### config.mk
export PLATFORM = sky130hd
export DESIGN_NAME = iq_sample_format_converter
export DESIGN_NICKNAME = d
export VERILOG_FILES = /design/src/rtl/isfc_pkg.sv /design/src/rtl/iq_sample_format_converter.sv /design/src/rtl/isfc_front.sv /design/src/rtl/isfc_div_cell.sv /design/src/rtl/isfc_back.sv
export SDC_FILE = /design/constraint.sdc
export NUM_CORES = 2
export LEC_CHECK = 0
export ABC_AREA = 1
export BUFFER_PORTS_ARGS = -buffer_cell sky130_fd_sc_hd__buf_2
export CELL_PAD_IN_SITES_DETAIL_PLACEMENT = 0
export CELL_PAD_IN_SITES_GLOBAL_PLACEMENT = 1
export CORE_MARGIN = 1
export CORE_UTILIZATION = 35
export CTS_CLUSTER_DIAMETER = 80
export DETAILED_ROUTE_END_ITERATION = 8
export PLACE_DENSITY_LB_ADDON = 0.1
export SETUP_SLACK_MARGIN = 0.3
export SLEW_MARGIN = 10
export SYNTH_ARGS = -nofsm -noshare
export SYNTH_HDL_FRONTEND = slang
export SYNTH_SLANG_ARGS = --single-unit
### constraint.sdc
create_clock -name clk -period 10.8 [get_ports clk]
set_input_delay 1.08 -clock clk [delete_from_list [all_inputs] [get_ports clk]]
set_output_delay 1.08 -clock clk [all_outputs]
set_load 0.01 [all_outputs]
### src/rtl/isfc_pkg.sv
`default_nettype none
// ----------------------------------------------------------------------------
// isfc_pkg: shared types and constants
// Format codes, register indexes and the lane record that moves down the chain.
// ----------------------------------------------------------------------------
package isfc_pkg;

  localparam logic [1:0] FMT_F32 = 2'd0;
  localparam logic [1:0] FMT_S16 = 2'd1;
  localparam logic [1:0] FMT_S8  = 2'd2;
  localparam logic [1:0] FMT_BAD = 2'd3;

  localparam logic [1:0] REG_SRC  = 2'd0;
  localparam logic [1:0] REG_TGT  = 2'd1;
  localparam logic [1:0] REG_PREC = 2'd2;

  localparam logic [1:0] RST_SRC  = FMT_S16;
  localparam logic [1:0] RST_TGT  = FMT_F32;
  localparam logic [4:0] RST_PREC = 5'd12;

  // quotient bits: one integer bit and 26 fraction bits
  localparam int QBITS = 27;

  typedef enum logic [2:0] {
    M_ZERO,
    M_PASS,
    M_F2I,
    M_I2F,
    M_I2I
  } mode_t;

  typedef struct packed {
    mode_t              mode;
    logic               sign;
    logic               zero;
    logic               tgt8;
    logic [31:0]        word;
    logic signed [6:0]  exp;
    logic [15:0]        dvsr;
    logic [16:0]        rem;
    logic [QBITS-1:0]   quo;
    logic [38:0]        prod;
    logic [7:0]         efld;
    logic               nan;
    logic               inf;
  } lane_t;

endpackage
`default_nettype wire

### src/rtl/iq_sample_format_converter.sv
`default_nettype none
// ----------------------------------------------------------------------------
// iq_sample_format_converter: float32 / s16 / s8 sample component converter
// Decode stage, a chain of 27 division cells, and a rounding/saturation stage.
// ----------------------------------------------------------------------------
//  channel  ports                                            role
//  in       in_valid in_stall in_sample_in                   raw sample item
//  out      out_valid out_stall out_sample_out out_clipped   converted item + clip
//  cfg      cfg_wr_en cfg_index cfg_data                     format and precision regs
//
// One item per cycle sustained while out_stall is low; an accepted item
// passes the decode register, 27 division cells (one quotient bit per
// cell) and the output register on its way to out_valid.
// Every stage holds its item under stall and empty stages fill, so bubbles
// collapse. Synchronous active-low reset clears all valid bits, presets the regs.
module iq_sample_format_converter (
  input  wire logic        clk,
  input  wire logic        rst_n,
  input  wire logic        in_valid,
  output logic             in_stall,
  input  wire logic [31:0] in_sample_in,
  output logic             out_valid,
  input  wire logic        out_stall,
  output logic [31:0]      out_sample_out,
  output logic             out_clipped,
  input  wire logic        cfg_wr_en,
  input  wire logic [1:0]  cfg_index,
  input  wire logic [4:0]  cfg_data
);
  import isfc_pkg::*;

  logic [1:0]  src_r, tgt_r;
  logic [4:0]  prec_r;
  logic        in_ready;
  logic        v    [0:QBITS];
  logic        rdy  [0:QBITS];
  lane_t       lane [0:QBITS];
  logic        out_valid_r, out_clipped_r, back_ready, clip_nxt;
  logic [31:0] out_word_r, word_nxt;

  always_ff @(posedge clk) begin
    if (!rst_n) begin
      src_r  <= RST_SRC;
      tgt_r  <= RST_TGT;
      prec_r <= RST_PREC;
    end else if (cfg_wr_en) begin
      unique case (cfg_index)
        REG_SRC:  src_r  <= cfg_data[1:0];
        REG_TGT:  tgt_r  <= cfg_data[1:0];
        REG_PREC: prec_r <= cfg_data;
        default:  ;
      endcase
    end
  end

  assign in_stall = !in_ready;

  isfc_front u_front (
    .clk(clk), .rst_n(rst_n),
    .up_valid(in_valid), .up_ready(in_ready), .raw(in_sample_in),
    .src(src_r), .tgt(tgt_r), .prec(prec_r),
    .dn_valid(v[0]), .dn_ready(rdy[0]), .dn_lane(lane[0])
  );

  for (genvar i = 0; i < QBITS; i++) begin : g_cell
    isfc_div_cell u_cell (
      .clk(clk), .rst_n(rst_n),
      .up_valid(v[i]), .up_ready(rdy[i]), .up_lane(lane[i]),
      .dn_valid(v[i+1]), .dn_ready(rdy[i+1]), .dn_lane(lane[i+1])
    );
  end

  isfc_back u_back (
    .lane(lane[QBITS]), .word(word_nxt), .clip(clip_nxt)
  );

  assign back_ready = !out_valid_r || !out_stall;
  assign rdy[QBITS] = back_ready;

  always_ff @(posedge clk) begin
    if (!rst_n) begin
      out_valid_r <= 1'b0;
    end else if (back_ready) begin
      out_valid_r <= v[QBITS];
    end
    if (back_ready && v[QBITS]) begin
      out_word_r    <= word_nxt;
      out_clipped_r <= clip_nxt;
    end
  end

  assign out_valid      = out_valid_r;
  assign out_sample_out = out_word_r;
  assign out_clipped    = out_clipped_r;

  a_front_free: assert property (@(posedge clk) disable iff (!rst_n)
    !v[0] |-> !in_stall) else $error("input stalled with empty decode stage");

  a_clip_mode: assert property (@(posedge clk) disable iff (!rst_n)
    v[QBITS] && lane[QBITS].mode != M_F2I |-> !clip_nxt)
    else $error("clip raised outside float to integer");

  a_drain: assert property (@(posedge clk) disable iff (!rst_n)
    v[QBITS] && !out_valid_r |=> out_valid)
    else $error("finished item not moved to output register");

  a_zero_mode: assert property (@(posedge clk) disable iff (!rst_n)
    v[QBITS] && lane[QBITS].mode == M_ZERO |-> word_nxt == 32'd0 && !clip_nxt)
    else $error("unsupported format gave nonzero result");

endmodule
`default_nettype wire

### src/rtl/isfc_front.sv
`default_nettype none
// ----------------------------------------------------------------------------
// isfc_front: decode stage
// Classifies the item, normalizes integer magnitude and divisor, forms M*S.
// ----------------------------------------------------------------------------
module isfc_front (
  input  wire logic                clk,
  input  wire logic                rst_n,
  input  wire logic                up_valid,
  output logic                     up_ready,
  input  wire logic [31:0]         raw,
  input  wire logic [1:0]          src,
  input  wire logic [1:0]          tgt,
  input  wire logic [4:0]          prec,
  output logic                     dn_valid,
  input  wire logic                dn_ready,
  output isfc_pkg::lane_t          dn_lane
);
  import isfc_pkg::*;

  logic        v_r;
  lane_t       lane_r, lane_nxt;
  logic [4:0]  pc;
  logic [3:0]  k, dsh;
  logic [14:0] s;
  logic [16:0] v17, a17;
  logic [15:0] a, m;
  logic [4:0]  lz;
  logic [23:0] mm;

  assign up_ready = !v_r || dn_ready;
  assign dn_valid = v_r;
  assign dn_lane  = lane_r;

  always_comb begin
    pc = (prec < 5'd2) ? 5'd2 : ((prec > 5'd16) ? 5'd16 : prec);
    k  = 4'(pc - 5'd1);
    s  = 15'((16'd1 << k) - 16'd1);
    dsh = 4'(5'd16 - {1'b0, k});

    v17 = (src == FMT_S16) ? {raw[15], raw[15:0]} : {{9{raw[7]}}, raw[7:0]};
    a17 = v17[16] ? 17'(-v17) : v17;
    a   = a17[15:0];
    lz  = 5'd0;
    for (int i = 0; i < 16; i++) begin
      if (a[i]) lz = 5'(15 - i);
    end
    m  = a << lz[3:0];
    mm = {(raw[30:23] != 8'd0), raw[22:0]};

    lane_nxt       = '0;
    lane_nxt.tgt8  = (tgt == FMT_S8);
    lane_nxt.dvsr  = {1'b0, s} << dsh;
    lane_nxt.rem   = {1'b0, m};
    lane_nxt.efld  = (raw[30:23] == 8'd0) ? 8'd1 : raw[30:23];
    lane_nxt.nan   = (raw[30:23] == 8'hff) && (raw[22:0] != 23'd0);
    lane_nxt.inf   = (raw[30:23] == 8'hff) && (raw[22:0] == 23'd0);
    lane_nxt.prod  = {15'd0, mm} * {24'd0, s};
    lane_nxt.exp   = $signed(7'd16 - {3'd0, k} - {2'd0, lz});

    if (src == FMT_BAD || tgt == FMT_BAD) begin
      lane_nxt.mode = M_ZERO;
    end else if (src == FMT_F32 && tgt == FMT_F32) begin
      lane_nxt.mode = M_PASS;
      lane_nxt.word = raw;
    end else if (src == FMT_F32) begin
      lane_nxt.mode = M_F2I;
      lane_nxt.sign = raw[31];
    end else if (tgt == FMT_F32) begin
      lane_nxt.mode = M_I2F;
      lane_nxt.sign = v17[16];
      lane_nxt.zero = (a == 16'd0);
    end else begin
      lane_nxt.mode = M_I2I;
      lane_nxt.word = (tgt == FMT_S16) ? {{16{v17[15]}}, v17[15:0]}
                                       : {{24{v17[7]}}, v17[7:0]};
    end
  end

  always_ff @(posedge clk) begin
    if (!rst_n) begin
      v_r <= 1'b0;
    end else if (up_ready) begin
      v_r <= up_valid;
    end
    if (up_ready && up_valid) lane_r <= lane_nxt;
  end

endmodule
`default_nettype wire

### src/rtl/isfc_div_cell.sv
`default_nettype none
// ----------------------------------------------------------------------------
// isfc_div_cell: one restoring division step
// Develops one quotient bit of mantissa / divisor and hands the lane on.
// ----------------------------------------------------------------------------
module isfc_div_cell (
  input  wire logic                clk,
  input  wire logic                rst_n,
  input  wire logic                up_valid,
  output logic                     up_ready,
  input  wire isfc_pkg::lane_t     up_lane,
  output logic                     dn_valid,
  input  wire logic                dn_ready,
  output isfc_pkg::lane_t          dn_lane
);
  import isfc_pkg::*;

  logic        v_r;
  lane_t       lane_r, lane_nxt;
  logic        ge;
  logic [16:0] rs;

  assign up_ready = !v_r || dn_ready;
  assign dn_valid = v_r;
  assign dn_lane  = lane_r;

  always_comb begin
    ge = (up_lane.rem >= {1'b0, up_lane.dvsr});
    rs = ge ? (up_lane.rem - {1'b0, up_lane.dvsr}) : up_lane.rem;
    lane_nxt     = up_lane;
    lane_nxt.rem = {rs[15:0], 1'b0};
    lane_nxt.quo = {up_lane.quo[QBITS-2:0], ge};
  end

  always_ff @(posedge clk) begin
    if (!rst_n) begin
      v_r <= 1'b0;
    end else if (up_ready) begin
      v_r <= up_valid;
    end
    if (up_ready && up_valid) lane_r <= lane_nxt;
  end

endmodule
`default_nettype wire

### src/rtl/isfc_back.sv
`default_nettype none
// ----------------------------------------------------------------------------
// isfc_back: result stage
// Rounds the quotient to float32 or truncates and saturates M*S to integer.
// ----------------------------------------------------------------------------
module isfc_back (
  input  wire isfc_pkg::lane_t  lane,
  output logic [31:0]           word,
  output logic                  clip
);
  import isfc_pkg::*;

  logic        q26, g, st, rnd;
  logic [23:0] mant;
  logic [8:0]  b9;
  logic [30:0] mag;
  logic [7:0]  sh;
  logic [38:0] t;
  logic [16:0] t17, lim;
  logic        big;

  always_comb begin
    q26  = lane.quo[QBITS-1];
    mant = q26 ? lane.quo[26:3] : lane.quo[25:2];
    g    = q26 ? lane.quo[2] : lane.quo[1];
    st   = (q26 ? (lane.quo[1:0] != 2'd0) : lane.quo[0]) || (lane.rem != 17'd0);
    rnd  = g && (st || mant[0]);
    b9   = 9'd127 + {{2{lane.exp[6]}}, lane.exp} - (q26 ? 9'd0 : 9'd1);
    mag  = {b9[7:0], mant[22:0]} + {30'd0, rnd};

    big = lane.inf || (lane.efld >= 8'd150);
    sh  = 8'd150 - lane.efld;
    t   = (sh >= 8'd40) ? 39'd0 : (lane.prod >> sh[5:0]);
    t17 = t[16:0];
    lim = lane.tgt8 ? (lane.sign ? 17'd129 : 17'd128)
                    : (lane.sign ? 17'd32769 : 17'd32768);

    word = 32'd0;
    clip = 1'b0;
    unique case (lane.mode)
      M_PASS, M_I2I: word = lane.word;
      M_I2F: word = lane.zero ? 32'd0 : {lane.sign, mag};
      M_F2I: begin
        if (lane.nan) begin
          clip = 1'b1;
        end else if (big || t[38:17] != 22'd0 || t17 >= lim) begin
          clip = 1'b1;
          word = lane.tgt8 ? (lane.sign ? 32'hffffff80 : 32'h0000007f)
                           : (lane.sign ? 32'hffff8000 : 32'h00007fff);
        end else begin
          word = lane.sign ? 32'(-{15'd0, t17}) : {15'd0, t17};
        end
      end
      default: word = 32'd0;
    endcase
  end

endmodule
`default_nettype wire

-- Yosys cells after proc, flatten, opt, wreduce, memory -nomap -nowiden
Cells that the tools add are included.
Widths: inputs -> output; s select.
- register bits after elaboration: 3961
- latch bits: 0
- memory bits (writable): 0
- ROM bits: 0
- memories: 0
- logic and storage cells: 702
- muxes and demuxes: 73
- bitwise gates (word level): 1
- multiply operators: 1
- add/sub/neg operators: 38
- shift operators: 4
- divide/modulo/power cells: 0
- $lt $le $gt $ge: 32
- reductions and logical operators: 117
- equal/unequal tests: 12
- operators with widths (operator ; number):
    $mux 16 ; 28
    $ge 17x16->1 ; 26
    $sub 16x16->16 ; 27
    $mux 32 ; 11
    $pmux 32 s3 ; 1
    $mux 4 ; 18
    $mul 24x15->39 ; 1
    $mux 39 ; 1
    $shr 39x6->39 ; 1
    $logic_or 1x1->1 ; 35
    $mux 17 ; 2
    $logic_and 1x1->1 ; 33
    $neg 17->32 ; 1
    $add 31x1->31 ; 1
    $logic_not 1->1 ; 31
    $logic_not 23->1 ; 1
    $mux 23 ; 1
    $reduce_bool 23->1 ; 1
    $reduce_bool 22->1 ; 1
    $ge 17x17->1 ; 1
    $reduce_bool 17->1 ; 1
    $ge 16x16->1 ; 1
    $logic_not 16->1 ; 1
    $neg 16->16 ; 1
    other kinds (33) ; 52

-- Longest topological paths before layout
- depth in word-level cells: 31
- mapped depth: 46

-- By module
A second synthesis with hierarchy kept.
- cells, all modules: 14883
- area, all modules: 187120.7 um^2
- by module, submodules not included (module ; area an instance (um^2) ; cells an instance ; instances ; sequential area each (um^2)):
    isfc_div_cell at g_cell[0].u_cell ... ; 6009.5 ; 426 ; 25 ; 4614.4
    isfc_front ; 18450.2 ; 2215 ; 1 ; 3803.6
    isfc_div_cell at g_cell[14].u_cell ... ; 6029.5 ; 436 ; 2 ; 4614.4
    isfc_back ; 4942.2 ; 1051 ; 1 ; 0.0
    iq_sample_format_converter ; 1431.4 ; 95 ; 1 ; 1191.1

-- Least setup slack after synthesis
OpenSTA, ideal clock, no wires.
- path kind: input-to-reg
- from: in out_stall
- to: reg g_cell[12].u_cell.lane_r (netlist bit g_cell[12].u_cell.dn_lane[0]), enable pin
- data arrival time: 8530 ps
- buffers on the path: 0
- stages: 11
- slack: 1587 ps
- library setup time: 683 ps
- path through: nand2_1 > nor2_1 > nand4_1 > nor2_1 > nand4_1 > nor2_2 > nand4_1 > nor2_1 > inv_1 > nor2_1 > a21oi_1
- cells in the longest elaborated chain, start to end: 18
- ends and longest elaborated chain (item ; RTL line ; source):
    from (decl) ; iq_sample_format_converter.sv:23 ; input wire logic out_stall,
    $logic_not 1->1 ; iq_sample_format_converter.sv:77 ; assign back_ready = !out_valid_r || !out_stall;
    $logic_or 1x1->1 ; iq_sample_format_converter.sv:77 ;
    $logic_or 1x1->1 (15 in series) ; isfc_div_cell.sv:23 ; assign up_ready = !v_r || dn_ready;
    $logic_and 1x1->1 ; isfc_div_cell.sv:41 ; if (up_ready && up_valid) lane_r <= lane_nxt;
    to (signal assigned) ; isfc_div_cell.sv:41 ;
    to (decl) ; isfc_div_cell.sv:19 ; lane_t lane_r, lane_nxt;
No other way between the ends.
A chain may end at the register's enable or synchronous reset.

==> qor.yml <==
synthFlopType: "edfxtp_1"
worst-path-max-fanout: 20
max_stage_delay_ps: 710
port_buffers: 78
setup_ws_ps: 1070
critPathLaunchType: "register"
tightest_slew_ps: 1180
ir_worst_vdd_v: 0.00146
hold_buffers: 0
cts_max_level: 5
yosysWarnings: 0
rows: 247
die_area_mm2: 0.459
crit_arrival_ps: 10410
place_area_mm2: 0.168
synth_largest_area_cell: "edfxtp_1"
cts_tree: "built"
synth.avg_cell_area_um2: 14.8
power_density_mw_per_mm2: 299
path_common_cell: "nand2_1"
synth_cell_type_count: 67
post-place-ws_ps: 578
grt_setup_unrepaired: "no"
grt_pass1_vias: 82400
synth_top_area_frac: 0.737
overflow: 0
synthArstFlopShare: 0
slew_viol_final: 0
ys_seq_elements: 3961
synth_top_family_by_area: "adder cells"
synth_compound_area_frac: 0.0461
layout-drive-gt1-share: 0.0751
place_congestion: 0.846
clock_sinks: 3961
wirelength_um: 314000
cp_slowest_cell: "inv_1"
route.detailed.drc: 0
synth_xor_area_frac: 0.0226
crit_path_end_kind: "register"
drtAntennaViolNets: 0
worst_clock_skew_ps: 113
fin_area_mm2: 0.181
hold_path_end: "g_cell[18].u_cell.dn_lane[34]"
p_clk_frac: 0.257
combPwrFrac: 0.408
cts_setup_buffers: 0
syn-num-nets: 11700
finalSetupViolations: 0
vias_per_cell: 4.51
antenna_found_initial: 11
cp-startpoint: "prec_r[2]"
clkTransAtPathRegs_ps: 60
worstSetupPathType: "reg -> reg"
dr.first_iter.drc_count: 4162
holdPathStages: 0
relSlewSlack: 0.213
synthAdderAreaFrac: 0.0834
vias: 79000
grt_pass1_wl_um: 488000
area_growth_pct: 13.4
cts_made_buffers: 418
cts-root-buf: "clkbuf_16"
synth.mux.area_fraction: 0.00119
grtUsageTotal: 0.135
worstReg2RegStart: "prec_r[2]"
timing_hold_violations_final: 0
max_freq_mhz: 103
fp.coreArea_mm2: 0.453
synthSimpleGateAreaFrac: 0.0707
num_io_pins: 79
p_leak_nw: 65.2
synth.most_common_cell: "edfxtp_1"
min_period_ps: 9730
initial_core_util: 0.352
syn-cell-area_mm2: 0.160
status: "finished clean"
min_path_type: "reg -> reg"
rrSetupSlack_ps: 1070
grt_max_degree: 149
synth_edf_count: 3923
fin_crit_sh: 0.901
sequentialPowerShare: 0.335
seq_area_frac_synth: 0.742
wl_per_cell_um: 18.0
switchingPower_mw: 20.5
hold_start: "g_cell[17].u_cell.dn_lane[34]"
ys_top_cells_by_count: "edfxtp_1, nand2_1, inv_1"
syn_inst: 10800
clockBufferDepth: 4
first_pass_iters: 5
hpwl_um: 226000
max_cap_violations: 0
nNetsFinal: 12100
die-width_um: 678
swShare: 0.379
die_h_um: 678
required_ps: 11490
synth.area.top_cells: "edfxtp_1, ha_1, fa_1, nand2_1, inv_1"
worst_r2r_path_depth: 44
p_int_mw: 33.6
r2r_end: "u_front.dn_lane[44]"
tns_ps: 0
clk_latency_ps: 990
## power by group through the flow
stage          sequential [mW]  clock, mW  combinational (mW)
2_1_floorplan             18.6          0                15.3
3_3_place_gp              18.4          0                22.4
3_5_place_dp              18.4          0                22.2
4_1_cts                   18.1       14.4                22.4
5_1_grt                   18.1       15.0                24.6
6_report                  18.1       13.9                22.1
## cells by family (layout without fill, tap and decap cells)
logic type               count (synthesis)  after routing
flip-flops                            3961           3961
AND/OR/NAND/NOR                       2742           2742
buffers and inverters                 1397           2143
AO/OA/AOI/OAI                         1374           1374
adder cells (fa/ha/maj)                877            877
XOR/XNOR                               410            410
multiplexers                            19             19
other                                    0              2
## cell type report
cell class | count | area (µm²)
antenna | 2 | 5.00
clock buffer | 505 | 11000
clock inverter | 268 | 2480
fill | 41400 | 272000
inverter | 1189 | 4520
multi-input combinational | 5422 | 35900
sequential | 3961 | 119000
tap | 5976 | 7480
timing repair buffer | 181 | 1230
## layout by cell type (no fill, tap or decap), types with 12 or more instances in the layout
cell type   count
edfxtp_1     3923
nand2_1      1665
inv_1        1147
o21ai_0       639
ha_1          564
nor2_1        513
a21oi_1       464
clkbuf_16     425
nand3_1       318
fa_1          313
xnor2_1       247
xor2_1        160
clkinv_1      132
o21ai_1       101
buf_4          98
buf_2          78
nor3_1         76
clkbuf_1       76
clkinv_2       70
nand4_1        63
dfxtp_1        38
bufinv_16      35
o211ai_1       24
a21o_1         24
inv_2          19
nor4_1         19
mux2i_1        19
a221oi_1       18
o21bai_1       16
a31oi_1        14
clkinvlp_4     13
nor2_2         12
nor2_4         12
or2_2          12
inv_6          12
## worst max path at each step
stage,endpoint,slack [ps]
CTS,u_front.dn_lane[44],540
finish,u_front.dn_lane[44],1070
global placement,u_front.dn_lane[44],440
global route,u_front.dn_lane[44],390
detailed placement,u_front.dn_lane[44],580
floorplan,g_cell[12].u_cell.dn_lane[0],1590
## stage by stage
stage / util / power [mW] / cells / hold slack [ps]
floorplan: - / 33.8 / 10800 / 400
global placement: 0.370 / 40.9 / 16700 / 401
detailed placement: 0.370 / 40.6 / 16700 / 405
CTS: 0.400 / 54.9 / 17500 / 266
global route: 0.400 / 57.7 / 17500 / 303
finish: 0.400 / 54.1 / 17500 / 313
## sequential cells by signal (all words and copies together), names as in the netlist
register / cells
g_cell.u_cell.dn_lane: 3764
g_cell.u_cell.dn_valid: 27
out_clipped: 1
out_sample_out: 32
out_valid: 1
prec_r: 5
src_r: 2
tgt_r: 2
u_front.dn_lane: 126
u_front.dn_valid: 1
## timing repair
item | in CTS | in global routing
setup endpoints to repair | 0 | 4
hold endpoints to repair | 0 | 0
resized for setup | 0 | 2
## metal layers
| layer | up-vias | GRT usage | wire length [µm] |
|---|---|---|---|
| met5 | - | 0 | 0 |
| met4 | 0 | 0.0387 | 8860 |
| met3 | 497 | 0.0210 | 10800 |
| met2 | 1066 | 0.239 | 157000 |
| met1 | 38400 | 0.171 | 138000 |
| li1 | 39000 | - | - |
## critical path, delay by kind of cell, from the launching register on
family,cells,cell delay (ps)
flops,1,300
simple gates,20,2480
buf+inv,11,1720
fa+ha+maj,8,3800
compound gates,4,1110
xor+xnor,1,60
Power figures use the tool's default switching activity.
